--- src/blcc_pkg.sv ---
// shared types, codes and helper functions for the box line crossing check
`timescale 1ns / 1ps
package blcc_pkg;

  localparam int unsigned COORD_BITS   = 12;
  localparam int unsigned ID_BITS      = 16;
  localparam int unsigned COUNT_BITS   = 8;
  localparam int unsigned RULE_BITS    = 3;
  localparam int unsigned CFG_IDX_BITS = 3;

  localparam logic [COUNT_BITS-1:0] TRACE_MIN = COUNT_BITS'(3);

  typedef logic [COORD_BITS-1:0]            coord_t;
  typedef logic [COORD_BITS:0]              ecoord_t;   // coordinate plus size, never wraps
  typedef logic signed [COORD_BITS:0]       ldiff_t;    // line delta
  typedef logic signed [COORD_BITS+1:0]     cdiff_t;    // corner minus line end
  typedef logic signed [2*COORD_BITS+2:0]   prod_t;
  typedef logic signed [2*COORD_BITS+3:0]   orient_t;
  typedef logic [RULE_BITS-1:0]             rule_t;
  typedef logic [CFG_IDX_BITS-1:0]          cfg_idx_t;

  // register indexes
  localparam cfg_idx_t CFG_LINE_START_X = CFG_IDX_BITS'(0);
  localparam cfg_idx_t CFG_LINE_START_Y = CFG_IDX_BITS'(1);
  localparam cfg_idx_t CFG_LINE_END_X   = CFG_IDX_BITS'(2);
  localparam cfg_idx_t CFG_LINE_END_Y   = CFG_IDX_BITS'(3);
  localparam cfg_idx_t CFG_LINE_RULE    = CFG_IDX_BITS'(4);

  // alert rules
  localparam rule_t RULE_ANY   = RULE_BITS'(0);
  localparam rule_t RULE_RIGHT = RULE_BITS'(1);
  localparam rule_t RULE_LEFT  = RULE_BITS'(2);
  localparam rule_t RULE_DOWN  = RULE_BITS'(3);
  localparam rule_t RULE_UP    = RULE_BITS'(4);

  // orientation codes
  typedef logic [1:0] turn_t;
  localparam turn_t TURN_COL = 2'd0;
  localparam turn_t TURN_POS = 2'd1;
  localparam turn_t TURN_NEG = 2'd2;

  typedef struct packed {
    logic s2;
    logic s3;
    logic s4;
  } stage_en_t;

  typedef struct packed {
    logic               confirmed;
    logic               right;
    logic               left;
    logic               down;
    logic               up;
    logic [ID_BITS-1:0] id;
  } side_t;

  // line endpoints seen from one box edge
  typedef struct packed {
    turn_t turn_ls;
    turn_t turn_le;
    logic  ls_on;
    logic  le_on;
  } edge_t;

  // orientation of a point against an axis-aligned edge; no multiply needed
  function automatic turn_t edge_turn(logic degenerate, ecoord_t c, ecoord_t r,
                                      logic pos_if_below);
    turn_t t;
    if (degenerate || (c == r)) begin
      t = TURN_COL;
    end else if ((c < r) == pos_if_below) begin
      t = TURN_POS;
    end else begin
      t = TURN_NEG;
    end
    return t;
  endfunction

  function automatic logic seg_meet(turn_t t1, turn_t t2, edge_t e, logic w1, logic w2);
    logic m;
    m = ((t1 != t2) && (e.turn_ls != e.turn_le)) ||
        ((t1 == TURN_COL) && w1) || ((t2 == TURN_COL) && w2) ||
        ((e.turn_ls == TURN_COL) && e.ls_on) || ((e.turn_le == TURN_COL) && e.le_on);
    return m;
  endfunction

endpackage

--- src/blcc_in_if.sv ---
// box transaction channel
`timescale 1ns / 1ps
interface blcc_in_if;
  logic                          valid;
  logic                          ready;
  blcc_pkg::coord_t              box_x;
  blcc_pkg::coord_t              box_y;
  blcc_pkg::coord_t              box_width;
  blcc_pkg::coord_t              box_height;
  logic                          track_confirmed;
  logic [blcc_pkg::COUNT_BITS-1:0] trace_count;
  blcc_pkg::coord_t              recent_x;
  blcc_pkg::coord_t              recent_y;
  blcc_pkg::coord_t              earlier_x;
  blcc_pkg::coord_t              earlier_y;
  logic [blcc_pkg::ID_BITS-1:0]  track_id;

  modport source (
    output valid, box_x, box_y, box_width, box_height, track_confirmed, trace_count,
           recent_x, recent_y, earlier_x, earlier_y, track_id,
    input  ready
  );
  modport sink (
    input  valid, box_x, box_y, box_width, box_height, track_confirmed, trace_count,
           recent_x, recent_y, earlier_x, earlier_y, track_id,
    output ready
  );
endinterface

--- src/blcc_out_if.sv ---
// result transaction channel
`timescale 1ns / 1ps
interface blcc_out_if;
  logic                         valid;
  logic                         ready;
  logic                         alert;
  logic                         crossing;
  logic [blcc_pkg::ID_BITS-1:0] alert_id;

  modport source (
    output valid, alert, crossing, alert_id,
    input  ready
  );
  modport sink (
    input  valid, alert, crossing, alert_id,
    output ready
  );
endinterface

--- src/blcc_corner_turn.sv ---
// orientation of one box corner against the line, three register stages
`timescale 1ns / 1ps
module blcc_corner_turn (
  input  logic                clk_i,
  input  blcc_pkg::stage_en_t en_i,
  input  blcc_pkg::ecoord_t   cx_i,
  input  blcc_pkg::ecoord_t   cy_i,
  input  blcc_pkg::coord_t    lex_i,
  input  blcc_pkg::coord_t    ley_i,
  input  blcc_pkg::ldiff_t    dx_i,
  input  blcc_pkg::ldiff_t    dy_i,
  output blcc_pkg::turn_t     turn_o
);

  blcc_pkg::cdiff_t  ddx_q, ddy_q;
  blcc_pkg::prod_t   p1_q, p2_q;
  blcc_pkg::orient_t v;
  blcc_pkg::turn_t   turn_q, turn_d;

  always_comb begin
    v = blcc_pkg::orient_t'(p1_q) - blcc_pkg::orient_t'(p2_q);
    if (v == '0) begin
      turn_d = blcc_pkg::TURN_COL;
    end else if (!v[$bits(v)-1]) begin
      turn_d = blcc_pkg::TURN_POS;
    end else begin
      turn_d = blcc_pkg::TURN_NEG;
    end
  end

  always_ff @(posedge clk_i) begin
    if (en_i.s2) begin
      ddx_q <= $signed({1'b0, cx_i}) - $signed({2'b00, lex_i});
      ddy_q <= $signed({1'b0, cy_i}) - $signed({2'b00, ley_i});
    end
    if (en_i.s3) begin
      p1_q <= blcc_pkg::prod_t'(dy_i) * blcc_pkg::prod_t'(ddx_q);
      p2_q <= blcc_pkg::prod_t'(dx_i) * blcc_pkg::prod_t'(ddy_q);
    end
    if (en_i.s4) begin
      turn_q <= turn_d;
    end
  end

  assign turn_o = turn_q;

endmodule

--- src/box_line_crossing_check_unit.sv ---
// top level of the box line crossing check
`timescale 1ns / 1ps
// Checks one tracked box per transaction against a configured line segment.
// box_i carries the box, track flags, trace length and two trace points;
// res_o returns alert, crossing and the track id, one result per box, in order.
// The line endpoints and alert rule are to be written by the user through cfg_we_i/cfg_idx_i/
// cfg_data_i only while no box is in flight, which the block does not enforce; unknown indexes are ignored.
// From acceptance to result valid a box passes the register stages:
// box corners, corner deltas and edge tests, the corner products,
// the orientation signs, and the output register holding the decision.
// Boxes go in one per cycle unless a stalled receiver has filled every stage;
// the corner products of stage three are fully parallel, four units with two multipliers each.
// Each stage holds its own valid bit and loads when it is empty or the stage
// after it moves, so a stalled receiver fills the bubbles first and box_i.ready
// only drops once every stage holds a transaction; nothing is lost or repeated.
// Reset clears all valid bits and the line registers to zero (rule: any).
module box_line_crossing_check_unit (
  input  logic                 clk_i,
  input  logic                 rst_ni,
  input  logic                 cfg_we_i,
  input  blcc_pkg::cfg_idx_t   cfg_idx_i,
  input  blcc_pkg::coord_t     cfg_data_i,
  blcc_in_if.sink              box_i,
  blcc_out_if.source           res_o
);

  localparam int unsigned NCORNER = 4;
  localparam int unsigned NEDGE   = 4;

  // configuration
  blcc_pkg::coord_t lsx_q, lsy_q, lex_q, ley_q;
  blcc_pkg::rule_t  rule_q;

  always_ff @(posedge clk_i or negedge rst_ni) begin
    if (!rst_ni) begin
      lsx_q  <= '0;
      lsy_q  <= '0;
      lex_q  <= '0;
      ley_q  <= '0;
      rule_q <= blcc_pkg::RULE_ANY;
    end else if (cfg_we_i) begin
      case (cfg_idx_i)
        blcc_pkg::CFG_LINE_START_X: lsx_q  <= cfg_data_i;
        blcc_pkg::CFG_LINE_START_Y: lsy_q  <= cfg_data_i;
        blcc_pkg::CFG_LINE_END_X:   lex_q  <= cfg_data_i;
        blcc_pkg::CFG_LINE_END_Y:   ley_q  <= cfg_data_i;
        blcc_pkg::CFG_LINE_RULE:    rule_q <= cfg_data_i[blcc_pkg::RULE_BITS-1:0];
        default: ;
      endcase
    end
  end

  blcc_pkg::ldiff_t  dx, dy;
  blcc_pkg::ecoord_t lsx_e, lsy_e, lex_e, ley_e;
  blcc_pkg::ecoord_t lx_min, lx_max, ly_min, ly_max;

  assign dx    = $signed({1'b0, lex_q}) - $signed({1'b0, lsx_q});
  assign dy    = $signed({1'b0, ley_q}) - $signed({1'b0, lsy_q});
  assign lsx_e = {1'b0, lsx_q};
  assign lsy_e = {1'b0, lsy_q};
  assign lex_e = {1'b0, lex_q};
  assign ley_e = {1'b0, ley_q};
  assign lx_min = (lsx_e < lex_e) ? lsx_e : lex_e;
  assign lx_max = (lsx_e < lex_e) ? lex_e : lsx_e;
  assign ly_min = (lsy_e < ley_e) ? lsy_e : ley_e;
  assign ly_max = (lsy_e < ley_e) ? ley_e : lsy_e;

  // pipeline control
  logic v1_q, v2_q, v3_q, v4_q, v5_q;
  logic rdy1, rdy2, rdy3, rdy4, rdy5;
  blcc_pkg::stage_en_t en;

  assign rdy5 = !v5_q || res_o.ready;
  assign rdy4 = !v4_q || rdy5;
  assign rdy3 = !v3_q || rdy4;
  assign rdy2 = !v2_q || rdy3;
  assign rdy1 = !v1_q || rdy2;
  assign box_i.ready = rdy1;
  assign en.s2 = rdy2;
  assign en.s3 = rdy3;
  assign en.s4 = rdy4;

  always_ff @(posedge clk_i or negedge rst_ni) begin
    if (!rst_ni) begin
      v1_q <= 1'b0;
      v2_q <= 1'b0;
      v3_q <= 1'b0;
      v4_q <= 1'b0;
      v5_q <= 1'b0;
    end else begin
      if (rdy1) begin
        v1_q <= box_i.valid;
      end
      if (rdy2) begin
        v2_q <= v1_q;
      end
      if (rdy3) begin
        v3_q <= v2_q;
      end
      if (rdy4) begin
        v4_q <= v3_q;
      end
      if (rdy5) begin
        v5_q <= v4_q;
      end
    end
  end

  // stage 1: box corners and direction flags
  blcc_pkg::ecoord_t bx_q, by_q, bxr_q, byb_q;
  logic              bw_zero_q, bh_zero_q;
  blcc_pkg::side_t   side1_q, side2_q, side3_q, side4_q;
  logic              dir_ok;

  assign dir_ok = box_i.trace_count > blcc_pkg::TRACE_MIN;

  always_ff @(posedge clk_i) begin
    if (rdy1) begin
      bx_q      <= {1'b0, box_i.box_x};
      by_q      <= {1'b0, box_i.box_y};
      bxr_q     <= {1'b0, box_i.box_x} + {1'b0, box_i.box_width};
      byb_q     <= {1'b0, box_i.box_y} + {1'b0, box_i.box_height};
      bw_zero_q <= (box_i.box_width == '0);
      bh_zero_q <= (box_i.box_height == '0);
      side1_q.confirmed <= box_i.track_confirmed;
      side1_q.right     <= dir_ok && (box_i.recent_x > box_i.earlier_x);
      side1_q.left      <= dir_ok && (box_i.earlier_x > box_i.recent_x);
      side1_q.down      <= dir_ok && (box_i.recent_y > box_i.earlier_y);
      side1_q.up        <= dir_ok && (box_i.earlier_y > box_i.recent_y);
      side1_q.id        <= box_i.track_id;
    end
  end

  // corners: top-left, top-right, bottom-left, bottom-right
  blcc_pkg::ecoord_t cx [NCORNER];
  blcc_pkg::ecoord_t cy [NCORNER];
  blcc_pkg::turn_t   cturn [NCORNER];

  assign cx[0] = bx_q;
  assign cy[0] = by_q;
  assign cx[1] = bxr_q;
  assign cy[1] = by_q;
  assign cx[2] = bx_q;
  assign cy[2] = byb_q;
  assign cx[3] = bxr_q;
  assign cy[3] = byb_q;

  for (genvar g = 0; g < NCORNER; g++) begin : g_corner
    blcc_corner_turn u_turn (
      .clk_i  (clk_i),
      .en_i   (en),
      .cx_i   (cx[g]),
      .cy_i   (cy[g]),
      .lex_i  (lex_q),
      .ley_i  (ley_q),
      .dx_i   (dx),
      .dy_i   (dy),
      .turn_o (cturn[g])
    );
  end

  // stage 2: edge orientations and bounding box tests
  // edges: top, bottom, left, right
  logic [NCORNER-1:0] con_d, con2_q, con3_q, con4_q;
  blcc_pkg::edge_t    edge_d [NEDGE];
  blcc_pkg::edge_t    edge2_q [NEDGE];
  blcc_pkg::edge_t    edge3_q [NEDGE];
  blcc_pkg::edge_t    edge4_q [NEDGE];

  always_comb begin
    for (int i = 0; i < NCORNER; i++) begin
      con_d[i] = (cx[i] >= lx_min) && (cx[i] <= lx_max) &&
                 (cy[i] >= ly_min) && (cy[i] <= ly_max);
    end
    // horizontal edges: positive when the point lies above the edge
    edge_d[0].turn_ls = blcc_pkg::edge_turn(bw_zero_q, lsy_e, by_q, 1'b1);
    edge_d[0].turn_le = blcc_pkg::edge_turn(bw_zero_q, ley_e, by_q, 1'b1);
    edge_d[0].ls_on   = (lsy_e == by_q) && (lsx_e >= bx_q) && (lsx_e <= bxr_q);
    edge_d[0].le_on   = (ley_e == by_q) && (lex_e >= bx_q) && (lex_e <= bxr_q);
    edge_d[1].turn_ls = blcc_pkg::edge_turn(bw_zero_q, lsy_e, byb_q, 1'b1);
    edge_d[1].turn_le = blcc_pkg::edge_turn(bw_zero_q, ley_e, byb_q, 1'b1);
    edge_d[1].ls_on   = (lsy_e == byb_q) && (lsx_e >= bx_q) && (lsx_e <= bxr_q);
    edge_d[1].le_on   = (ley_e == byb_q) && (lex_e >= bx_q) && (lex_e <= bxr_q);
    // vertical edges: positive when the point lies right of the edge
    edge_d[2].turn_ls = blcc_pkg::edge_turn(bh_zero_q, lsx_e, bx_q, 1'b0);
    edge_d[2].turn_le = blcc_pkg::edge_turn(bh_zero_q, lex_e, bx_q, 1'b0);
    edge_d[2].ls_on   = (lsx_e == bx_q) && (lsy_e >= by_q) && (lsy_e <= byb_q);
    edge_d[2].le_on   = (lex_e == bx_q) && (ley_e >= by_q) && (ley_e <= byb_q);
    edge_d[3].turn_ls = blcc_pkg::edge_turn(bh_zero_q, lsx_e, bxr_q, 1'b0);
    edge_d[3].turn_le = blcc_pkg::edge_turn(bh_zero_q, lex_e, bxr_q, 1'b0);
    edge_d[3].ls_on   = (lsx_e == bxr_q) && (lsy_e >= by_q) && (lsy_e <= byb_q);
    edge_d[3].le_on   = (lex_e == bxr_q) && (ley_e >= by_q) && (ley_e <= byb_q);
  end

  always_ff @(posedge clk_i) begin
    if (rdy2) begin
      con2_q  <= con_d;
      edge2_q <= edge_d;
      side2_q <= side1_q;
    end
    if (rdy3) begin
      con3_q  <= con2_q;
      edge3_q <= edge2_q;
      side3_q <= side2_q;
    end
    if (rdy4) begin
      con4_q  <= con3_q;
      edge4_q <= edge3_q;
      side4_q <= side3_q;
    end
  end

  // stage 5: segment tests, crossing and rule
  logic meet_top, meet_bot, meet_lft, meet_rgt;
  logic cross_d, hit;
  logic alert_q, cross_q;
  logic [blcc_pkg::ID_BITS-1:0] id_q;

  assign meet_top = blcc_pkg::seg_meet(cturn[0], cturn[1], edge4_q[0], con4_q[0], con4_q[1]);
  assign meet_bot = blcc_pkg::seg_meet(cturn[2], cturn[3], edge4_q[1], con4_q[2], con4_q[3]);
  assign meet_lft = blcc_pkg::seg_meet(cturn[0], cturn[2], edge4_q[2], con4_q[0], con4_q[2]);
  assign meet_rgt = blcc_pkg::seg_meet(cturn[1], cturn[3], edge4_q[3], con4_q[1], con4_q[3]);
  assign cross_d  = (meet_top && meet_bot) || (meet_lft && meet_rgt);

  always_comb begin
    case (rule_q)
      blcc_pkg::RULE_ANY:   hit = 1'b1;
      blcc_pkg::RULE_RIGHT: hit = side4_q.right;
      blcc_pkg::RULE_LEFT:  hit = side4_q.left;
      blcc_pkg::RULE_DOWN:  hit = side4_q.down;
      blcc_pkg::RULE_UP:    hit = side4_q.up;
      default:              hit = 1'b0;
    endcase
  end

  always_ff @(posedge clk_i) begin
    if (rdy5) begin
      alert_q <= cross_d && side4_q.confirmed && hit;
      cross_q <= cross_d;
      id_q    <= side4_q.id;
    end
  end

  assign res_o.valid    = v5_q;
  assign res_o.alert    = alert_q;
  assign res_o.crossing = cross_q;
  assign res_o.alert_id = id_q;

endmodule

--- src/flat_wrapper.sv ---
// flat-port wrapper written by rule: the top's interface ports become plain ports
module box_line_crossing_check_unit_flat 
  (clk_i, rst_ni, cfg_we_i, cfg_idx_i, cfg_data_i, box_i_valid, box_i_box_x, box_i_box_y, box_i_box_width, box_i_box_height, box_i_track_confirmed, box_i_trace_count, box_i_recent_x, box_i_recent_y, box_i_earlier_x, box_i_earlier_y, box_i_track_id, box_i_ready, res_o_valid, res_o_alert, res_o_crossing, res_o_alert_id, res_o_ready);
  blcc_in_if box_i_i ();
  blcc_out_if res_o_i ();
  input  logic clk_i;
  input  logic rst_ni;
  input  logic cfg_we_i;
  input  blcc_pkg::cfg_idx_t cfg_idx_i;
  input  blcc_pkg::coord_t cfg_data_i;
  input wire logic [$bits(box_i_i.valid)-1:0] box_i_valid;
  input wire logic [$bits(box_i_i.box_x)-1:0] box_i_box_x;
  input wire logic [$bits(box_i_i.box_y)-1:0] box_i_box_y;
  input wire logic [$bits(box_i_i.box_width)-1:0] box_i_box_width;
  input wire logic [$bits(box_i_i.box_height)-1:0] box_i_box_height;
  input wire logic [$bits(box_i_i.track_confirmed)-1:0] box_i_track_confirmed;
  input wire logic [$bits(box_i_i.trace_count)-1:0] box_i_trace_count;
  input wire logic [$bits(box_i_i.recent_x)-1:0] box_i_recent_x;
  input wire logic [$bits(box_i_i.recent_y)-1:0] box_i_recent_y;
  input wire logic [$bits(box_i_i.earlier_x)-1:0] box_i_earlier_x;
  input wire logic [$bits(box_i_i.earlier_y)-1:0] box_i_earlier_y;
  input wire logic [$bits(box_i_i.track_id)-1:0] box_i_track_id;
  output wire logic [$bits(box_i_i.ready)-1:0] box_i_ready;
  output wire logic [$bits(res_o_i.valid)-1:0] res_o_valid;
  output wire logic [$bits(res_o_i.alert)-1:0] res_o_alert;
  output wire logic [$bits(res_o_i.crossing)-1:0] res_o_crossing;
  output wire logic [$bits(res_o_i.alert_id)-1:0] res_o_alert_id;
  input wire logic [$bits(res_o_i.ready)-1:0] res_o_ready;
  assign box_i_i.valid = box_i_valid;
  assign box_i_i.box_x = box_i_box_x;
  assign box_i_i.box_y = box_i_box_y;
  assign box_i_i.box_width = box_i_box_width;
  assign box_i_i.box_height = box_i_box_height;
  assign box_i_i.track_confirmed = box_i_track_confirmed;
  assign box_i_i.trace_count = box_i_trace_count;
  assign box_i_i.recent_x = box_i_recent_x;
  assign box_i_i.recent_y = box_i_recent_y;
  assign box_i_i.earlier_x = box_i_earlier_x;
  assign box_i_i.earlier_y = box_i_earlier_y;
  assign box_i_i.track_id = box_i_track_id;
  assign box_i_ready = box_i_i.ready;
  assign res_o_valid = res_o_i.valid;
  assign res_o_alert = res_o_i.alert;
  assign res_o_crossing = res_o_i.crossing;
  assign res_o_alert_id = res_o_i.alert_id;
  assign res_o_i.ready = res_o_ready;
  box_line_crossing_check_unit u_core (.clk_i(clk_i), .rst_ni(rst_ni), .cfg_we_i(cfg_we_i), .cfg_idx_i(cfg_idx_i), .cfg_data_i(cfg_data_i), .box_i(box_i_i), .res_o(res_o_i));
endmodule
--- config.mk ---
export PLATFORM = sky130hd
export DESIGN_NAME = box_line_crossing_check_unit_flat
export DESIGN_NICKNAME = d
export VERILOG_FILES = /design/src/blcc_pkg.sv /design/src/blcc_in_if.sv /design/src/blcc_out_if.sv /design/src/blcc_corner_turn.sv /design/src/box_line_crossing_check_unit.sv /design/src/flat_wrapper.sv
export SDC_FILE = /design/constraint.sdc
export NUM_CORES = 2
export LEC_CHECK = 0
export BUFFER_PORTS_ARGS = -buffer_cell sky130_fd_sc_hd__buf_2
export CAP_MARGIN = 20
export CORE_MARGIN = 2
export CORE_UTILIZATION = 42
export DETAILED_ROUTE_END_ITERATION = 8
export PLACE_DENSITY = 0.68
export SETUP_SLACK_MARGIN = 0.3
export SYNTH_ARGS = -nofsm -noshare
export SYNTH_HDL_FRONTEND = slang
export SYNTH_HIERARCHICAL = 1
export SYNTH_SLANG_ARGS = --single-unit
--- constraint.sdc ---
create_clock -name clk_i -period 21.2 [get_ports clk_i]
set_clock_uncertainty 0.05 [all_clocks]
set_input_delay 2.12 -clock clk_i [delete_from_list [all_inputs] [get_ports clk_i]]
set_output_delay 2.12 -clock clk_i [all_outputs]
set_load 0.02 [all_outputs]
==> summary.md <==
| Metric | Value |
|---|---|
| Worst-Skew Late Latency | 0.71 ns |
| First-pass GRT wire length | 382 mm |
| Critical path required time | 21.58 ns |
| Gr usage total | 21.5% |
| Fin cells | 12600 |
| Crit path launch type | flip-flop |
| Mean post-synth cell area | 9.71 sq um |
| Hold buffer count at CTS | 0 |
| Crit path time final | 10.07 ns |
| Layout cells sized above 1 | 5.23% |
| Via/cell ratio | 5.28 |
| Status | completed |
| WHS | 0.359 ns |
| CP max-delay cell | fa_1 |
| Yosys warns | 6 |
| CP Max Fanout | 45 |
| IO buf count | 158 |
| Routed via count | 66800 |
| Syn Std Cell Area | 93000 sq um |
| Yosys cell types | 117 |
| Kind of critical path | flip-flop to flip-flop |
| Synth cell count leaders | inv_1, fa_1, nand2_1, ha_1, and2_1 |
| Post-route ant nets | 0 |
| Synth area leaders | fa_1, edfxtp_1, ha_1 |
| Grt ovf | 0 |
| Starting density of the core | 42.3% |
| CTS Buffer Depth | 3 |
| # IOs | 161 |
| Die ar. | 225000 sq um |
| Cell Count Post-Placement | 12500 |
| Sequential area share after synthesis | 20.0% |
| Num CTS Buffers | 72 |
| Routability cong. | 0.931 |
| # fillers | 20600 |
| Multi-input gate area | 66100 sq um |
| Vias in the first global route | 71400 |
| Final layout net count | 12100 |
| Routed wire length per instance | 18.8 microns |
| CP most frequent cell | fa_1 |
| HPWL after DPL | 187 mm |
| Fraction of registers with async set/reset | 8.89% |
| Postcts setup bufs | 0 |
| Worst Tran Pin Value | 1.03 ns |
| Root Buffer Master | clkbuf_16 |
| Post-Synthesis Cells | 9577 |
| Drt first pass iters | 6 |
| Worst Setup End Kind | flip-flop |
| Die Y | 475 microns |
| CTS clk-pin slew, worst paths | 0.07 ns |
| Hold Vio Cnt, Final | 0 |
| Setup TNS | 0 ns |
| Top-area cell type share of the netlist area | 30.1% |
| P&R area growth vs syn | 7.30% |
| Final period utilization | 47.5% |
| Largest net degree at the start of global routing | 164 |
| Unrepaired setup endpoints after global routing | no |
| CTS tree | yes |
| Setup violations, final | 0 |
| Antenna violations before repair | 15 |
| Crit path launch | u_core/lex_q[0] |
| Yosys top cell by area | fa_1 |
| # clock sinks | 630 |
| DRC violations left | 0 |
| RR Startpoint | u_core/lex_q[0] |
| Peak Freq | 99.3 MHz |
| Final WL | 238 mm |
| Count leader, synth | inv_1 |
| CORE AREA | 220000 sq um |
| Die extent in x | 475 microns |
| Number of flops mapped to enable cells by yosys | 574 |
| WP data arrival | 10.45 ns |
| Delay of the slowest cell on the worst path | 0.58 ns |
| Maximum Capacitance Violations | 0 |
| Iteration-0 DRC Markers | 5015 |
| Slew HR | 31.3% |
| Primary FF master, synth | edfxtp_1 |
| Max Slew Vio Count | 0 |
| Worst hold path type | flip-flop to flip-flop |
| # H-tree levels | 3 |
| FP Rows | 172 |
| PostCTS Resize Cnt | 0 |
| Register area | 18600 sq um |
| #FFs+latches synth | 630 |
| Hold Path Origin | u_core/edge2_q[7] |
==> through the flow <==
step	cell area, sq um	setup WS [ns]	util [%]
after floorplan	93100	10.05	-
after global placement	97300	11.29	44.2
after detailed placement	97300	11.19	44.3
after CTS	99800	11.18	45.4
after global routing	99800	10.63	45.4
final	99800	11.13	45.4
==> worst paths after layout <==
kind	endpoint	slack, ns	cells past startpoint
max	u_core/g_corner[2].u_turn/p2_q[26]	11.13	35
min	u_core/edge3_q[7]	0.36	0
max reg2reg	u_core/g_corner[2].u_turn/p2_q[26]	11.13	35
min reg2reg	u_core/edge3_q[7]	0.36	0
max in group asynchronous	u_core/lex_q[11]	19.06	2
min in group asynchronous	u_core/res_o.valid	1.50	2
==> cells by family after synthesis <==
group | share of synthesized area, %
fa+ha+maj | 43.5
buf+inv | 9.20
flops | 20.0
simple gates | 14.0
compound gates | 8.64
other cells | 0.00403
xor+xnor | 3.68
mux | 0.990
==> layer usage <==
layer,vias up,routed length [microns],global-route usage [%]
li1,30700,-,-
met2,2134,114000,36.4
met4,10,9560,7.95
met1,33500,98300,27.6
met5,-,61,0
met3,452,16100,3.42
==> worst max-delay path, delay by kind of cell, from the launching register on <==
family / cells / cell delay, ns
adder cells (fa/ha/maj): 9 / 3.92
AO/OA/AOI/OAI: 14 / 2.91
buffers and inverters: 5 / 1.23
AND/OR/NAND/NOR: 5 / 0.76
flip-flops: 1 / 0.56
XOR/XNOR: 2 / 0.28
==> state kept, by name (all words and copies together) (netlist names), 13 cells and up <==
register,cells
u_core/edge4_q,24
u_core/g_corner.u_turn/p2_q,108
u_core/g_corner.u_turn/p1_q,108
u_core/side1_q,21
u_core/side3_q,21
u_core/g_corner.u_turn/ddy_q,56
u_core/side4_q,21
u_core/res_o.alert_id,16
u_core/byb_q,13
u_core/edge3_q,24
u_core/bxr_q,13
u_core/side2_q,21
u_core/edge2_q,24
u_core/g_corner.u_turn/ddx_q,56
==> cells in the final DEF, fill, tap and decap left out, types with 38 or more instances in the layout <==
cell type | synthesis | routed
dfrtp_1 | 56 | 56
nand3_1 | 74 | 73
clkbuf_16 | 0 | 72
inv_1 | 1993 | 1991
nor3_1 | 97 | 97
xor2_1 | 91 | 86
nor2_1 | 382 | 382
ha_1 | 982 | 982
a21o_1 | 130 | 130
edfxtp_1 | 574 | 574
nor2b_1 | 89 | 89
buf_2 | 9 | 160
nand2b_1 | 121 | 121
o21a_1 | 86 | 86
a21oi_1 | 275 | 273
nand4_1 | 60 | 60
and3_1 | 38 | 38
mux2i_1 | 51 | 51
fa_1 | 1400 | 1398
o21ai_0 | 247 | 247
buf_4 | 3 | 68
xnor2_1 | 300 | 287
nand2_1 | 984 | 982
and2_1 | 595 | 595
==> layout make-up <==
type / instances / area share (%)
clock inverter: 45 / 0.612
antenna: 2 / 0.00501
timing repair buffer: 231 / 1.36
clock buffer: 88 / 1.87
sequential: 630 / 18.7
multi-input combinational: 6685 / 66.3
inverter: 1997 / 7.51
tap: 2958 / 3.71
Power is not shown: default switching activity piles up to over one toggle a cycle in this logic, so the estimate is an artifact.
